`src/hdl/ntac_div_cell.sv`:
```
`timescale 1ns / 1ps
`default_nettype none

// One restoring division step: takes the top dividend bit into the partial
// remainder and shifts one quotient bit in at the bottom.
module ntac_div_cell #(
    parameter int unsigned W  = 32,
    parameter int unsigned D  = 17,
    parameter int unsigned SW = 8
) (
    input  wire logic          i_clk,
    input  wire logic          i_rst_n,
    input  wire logic          i_valid,
    output logic               o_ready,
    input  wire logic [W-1:0]  i_nq,
    input  wire logic [D-1:0]  i_rem,
    input  wire logic [SW-1:0] i_side,
    input  wire logic [D-1:0]  i_divisor,
    output logic               o_valid,
    input  wire logic          i_ready,
    output logic [W-1:0]       o_nq,
    output logic [D-1:0]       o_rem,
    output logic [SW-1:0]      o_side
);
    logic          r_valid;
    logic [W-1:0]  r_nq;
    logic [D-1:0]  r_rem;
    logic [SW-1:0] r_side;
    logic [D:0]    shifted;
    logic [D:0]    diff;
    logic          ge;

    assign shifted = {i_rem, i_nq[W-1]};
    assign diff    = shifted - {1'b0, i_divisor};
    assign ge      = shifted >= {1'b0, i_divisor};
    assign o_ready = !r_valid || i_ready;

    always_ff @(posedge i_clk) begin
        if (!i_rst_n) begin
            r_valid <= 1'b0;
        end else if (o_ready) begin
            r_valid <= i_valid;
        end
    end

    always_ff @(posedge i_clk) begin
        if (o_ready && i_valid) begin
            r_nq   <= {i_nq[W-2:0], ge};
            r_rem  <= ge ? diff[D-1:0] : shifted[D-1:0];
            r_side <= i_side;
        end
    end

    assign o_valid = r_valid;
    assign o_nq    = r_nq;
    assign o_rem   = r_rem;
    assign o_side  = r_side;
endmodule

`default_nettype wire

```
`src/hdl/ntac_div_chain.sv`:
```
`timescale 1ns / 1ps
`default_nettype none

// W division cells in a row; the quotient and remainder leave the last one.
module ntac_div_chain #(
    parameter int unsigned W  = 32,
    parameter int unsigned D  = 17,
    parameter int unsigned SW = 8
) (
    input  wire logic          i_clk,
    input  wire logic          i_rst_n,
    input  wire logic          i_valid,
    output logic               o_ready,
    input  wire logic [W-1:0]  i_num,
    input  wire logic [SW-1:0] i_side,
    input  wire logic [D-1:0]  i_divisor,
    output logic               o_valid,
    input  wire logic          i_ready,
    output logic [W-1:0]       o_quo,
    output logic [D-1:0]       o_rem,
    output logic [SW-1:0]      o_side
);
    logic          v   [0:W];
    logic          rdy [0:W];
    logic [W-1:0]  nq  [0:W];
    logic [D-1:0]  rem [0:W];
    logic [SW-1:0] sd  [0:W];

    assign v[0]    = i_valid;
    assign nq[0]   = i_num;
    assign rem[0]  = '0;
    assign sd[0]   = i_side;
    assign o_ready = rdy[0];
    assign rdy[W]  = i_ready;

    for (genvar k = 0; k < W; k++) begin : g_cell
        ntac_div_cell #(.W(W), .D(D), .SW(SW)) u_cell (
            .i_clk     (i_clk),
            .i_rst_n   (i_rst_n),
            .i_valid   (v[k]),
            .o_ready   (rdy[k]),
            .i_nq      (nq[k]),
            .i_rem     (rem[k]),
            .i_side    (sd[k]),
            .i_divisor (i_divisor),
            .o_valid   (v[k+1]),
            .i_ready   (rdy[k+1]),
            .o_nq      (nq[k+1]),
            .o_rem     (rem[k+1]),
            .o_side    (sd[k+1])
        );
    end

    assign o_valid = v[W];
    assign o_quo   = nq[W];
    assign o_rem   = rem[W];
    assign o_side  = sd[W];
endmodule

`default_nettype wire

```
`config.mk`:
```
export PLATFORM = sky130hd
export DESIGN_NAME = ntac_div_chain
export DESIGN_NICKNAME = d
export VERILOG_FILES = /design/src/hdl/ntac_div_cell.sv /design/src/hdl/ntac_div_chain.sv
export SDC_FILE = /design/constraint.sdc
export NUM_CORES = 2
export LEC_CHECK = 0
export BUFFER_PORTS_ARGS = -buffer_cell sky130_fd_sc_hd__buf_4
export CAP_MARGIN = 5
export CORE_ASPECT_RATIO = 0.6
export CORE_MARGIN = 4
export CORE_UTILIZATION = 69
export DETAILED_ROUTE_END_ITERATION = 8
export PLACE_DENSITY = 0.86
export SLEW_MARGIN = 15
export SYNTH_ARGS = -nofsm -noshare
export SYNTH_HDL_FRONTEND = slang
export SYNTH_HIERARCHICAL = 1
export SYNTH_SLANG_ARGS = --single-unit
```
`constraint.sdc`:
```
create_clock -name i_clk -period 15.1 [get_ports i_clk]
set_input_delay 0 -clock i_clk [delete_from_list [all_inputs] [get_ports i_clk]]
set_output_delay 0 -clock i_clk [all_outputs]
set_load 0.03 [all_outputs]
```
==> results.md <==
* Syn_area_per_cell at 13.7 sq um
* Setup WS pre-CTS at 7.81 ns
* Initial core utilization at between 60% and 70%
* RSZ-0062 raised after global routing: no
* Flops & latches, synth at 1,856
* Placeable core region at about 130,000 sq um
* Fin Clk Skew at approximately 0.077 ns
* Placer congestion estimate at approximately 0.94
* DR iter-0 viols at 8,680
* Sequential area share after synthesis at about three fifths
* DIE AREA at 142,000 sq um
* Global-route wire length before repair at 370 mm
* TritonCTS Buffers at 164
* Synth cell types at 59
* CP top delay family: simple AND/OR/NAND/NOR gates
* YS warnings at 6
* CP Launch Type: flop
* CP max stage cell: dfxtp_1
* Fillcell total at between 7,000 and 8,000
* Port-buffer cells at between 100 and 150
* PD cells at between 100 and 150 nW/um^2
* R2R Setup Slk at ~6.8 ns
* Period utilization at 54.7%
* Hold WS at 0.0982 ns
* Slew @ Worst Pin at around 1 ns
* Pleak at 39.2 nW
* Layout cells sized above 1 at approximately 15%
* Reg-to-Reg End: g_cell[0].u_cell/o_nq[22]
* Util after Layout at 76.7%
* DRC at 0
* Drt via density at about 6.7
* Max H-tree Level at 4
* CTS tree: yes
* DR vias at roughly 62,000
* Status: complete, no violations
* Die Width at 484 um
* Die height at ~290 um
* Detail Placement HPWL at between 150 and 200 mm
* Main flop type after synthesis: edfxtp_1
* Synth Area in Adders at around 7.9%
* Crit path max fanout at 3
* Cell Area, Synth at 93,900 sq um
* Max clock buf depth at 3
* Fmax at 0.121 GHz
* Placed insts at 8,813
* IO Count at 120
* Cts repair resizes at 0
* Fin cells at 9,197
* Final WL at about 250 mm
* CTS sink cnt at 1,856
* Crit. End Element: output pin
* Worst VDD drop at 0.122 mV
* Sequential cell area at 55,400 sq um
* Crit path DAT at between 8 and 9 ns
* Top cell by count, worst path: nand2b_1
* Kind of critical path: reg -> out
* Post-DRT Antenna Nets at 0
* Multi-input gate area at 34,700 sq um
* HP Class: in -> reg
* Fraction of the mapped netlist area in compound gates at roughly 12%
* Crit path buffers/inverters at 1
* Synth Area in Simple Gates at 8.01%
* Final Hold Viols at 0
* Clock transition at the registers of the reported paths at roughly 0.070 ns
* WHS Path Cells at 4
* CP max stage delay at 0.35 ns
* Hold path start: i_num[31]
* Max-cap violations at 0
* Largest family of logic cells by synthesized area: compound AO/OA/AOI/OAI gates
* Synth Area in XOR/XNOR at 3.29%
* Slew HR at about a third
* Ys async rst share at 0%
* Hold Buf Count CTS at 84
* Final Max Tran Viols at 0
* Setup TNS Final at 0 ns
* Row cnt at approximately 100
* Largest net degree at the start of global routing at 58
* Post-synthesis instance total at 6,862
* Vias in the first global route at 59,782
* Worst setup slack after layout at between 6 and 7 ns
* Post-Layout Inst Area at 103,000 sq um
* EDFF count, synth at 1,824
* Final-stage net count at 7,898
* Multiplexer share of the synthesized area at 5.30%
* Power Total at between 10 and 15 mW
* Critical Path RT at between 15 and 20 ns
* Root Buffer Master: clkbuf_16
* Worst R2R Path Depth at 34
* Post-DP Area at 96,800 sq um
* Post-CTS Repair Setup Buffers at 0
* FF-to-FF Start: g_cell[31].u_cell/o_valid
* Hold EP: g_cell[0].u_cell/o_rem[0]
* Avg WL per Cell at 26.9 um
* Clk_lat worst skew at slightly above 0.8 ns
* Drt pass-1 iters at 9
* Layout overhead on the synthesized area at 9.85%
* Initial antenna violation count at 9
* Total gr overflow at 0
* Min Tclk post-route at 8.25 ns
* Gr usage total at 34.3%
* Setup violators final at 0
## worst max-delay path by stage
stage	start	endpoint	slack [ns]	depth (start not counted)
finish	g_cell[31].u_cell/o_valid	o_ready	6.85	33
global route	g_cell[31].u_cell/o_valid	o_ready	6.60	33
CTS	g_cell[31].u_cell/o_valid	o_ready	7.00	33
detailed placement	g_cell[31].u_cell/o_valid	g_cell[0].u_cell/o_nq[28]	7.81	34
global placement	g_cell[31].u_cell/o_valid	g_cell[0].u_cell/o_nq[28]	8.52	34
floorplan	g_cell[31].u_cell/o_valid	g_cell[0].u_cell/o_nq[0]	8.36	33
## where the power goes
group / switching, mW / total (mW) / internal, mW
sequential: 0.0207 / 5.68 / 5.66
combinational: 0.728 / 1.26 / 0.532
clock: 2.05 / 4.35 / 2.30
## layout make-up
class	instances	area share, %
diodes	1	0.00243
flip-flops and latches	1856	53.7
clock inverters	102	1.20
repair buffers	235	1.91
multi-input cells	4237	33.7
well taps	1802	2.19
inverters	767	3.17
clock buffers	197	4.12
## cells in the final DEF (no fill, tap or decap), types with 125 or more instances in the layout
cell and instances:
nand2_1 305, inv_1 736, nor3_1 127, edfxtp_1 1824, o21ai_0 231, nand2b_1 127
nor2_1 194, buf_4 151, clkbuf_16 164, mux2_4 310, a21boi_0 125, a21oi_1 418
ha_1 544, nand3_1 220, xnor2_1 255
## worst register-to-register path, delay by kind of cell (launching register included)
| kind | cells | cell delay [ns] |
|---|---|---|
| and+or+nand+nor | 33 | 7.13 |
| buffers and inverters | 1 | 0.35 |
| DFF | 1 | 0.35 |
## Yosys cell counts (all sizes together) (35+ instances only)
cell / instances / area share, %
edfxtp: 1824 / 58
inv: 767 / 3.5
ha: 544 / 7.2
a21oi: 480 / 3.1
mux2: 311 / 5.0
nand2: 305 / 1.2
xnor2: 255 / 2.4
nand3: 251 / 1.5
o21ai: 232 / 1.2
nor2: 194 / 0.78
and2: 158 / 1.1
nor3: 128 / 0.69
nand2b: 127 / 0.85
o31ai: 127 / 1.5
a21boi: 126 / 1.0
a21o: 99 / 0.79
xor2: 98 / 0.91
o21bai: 94 / 1.1
o21a: 63 / 0.50
o2bb2ai: 62 / 0.58
a211oi: 35 / 0.28
buf: 35 / 0.68
## routing by layer
metal  vias to the layer above  GRT usage (%)  share of wire [%]
met5                         -              0             0.0081
met4                         4           12.0                3.9
met3                       791           8.05                 12
met2                      4439           49.7                 42
met1                     29914           51.3                 41
li1                      26553              -                  -
## logic make-up (layout without fill, tap and decap cells)
family / Yosys count / in the layout
DFF: 1856 / 1856
AOI/OAI and AO/OA: 1543 / 1543
and+or+nand+nor: 1388 / 1388
buffers and inverters: 803 / 1301
adders and majority gates: 576 / 576
xor gates and xnor gates: 353 / 353
muxes: 342 / 342
other: 1 / 36
## state kept, by name, summed over array words and instances (netlist names)
signal                 flops
g_cell.u_cell/o_rem      544
g_cell.u_cell/o_side     256
g_cell.u_cell/o_nq      1024
g_cell.u_cell/o_valid     32
No activity file was read; power rests on OpenSTA's default activity.
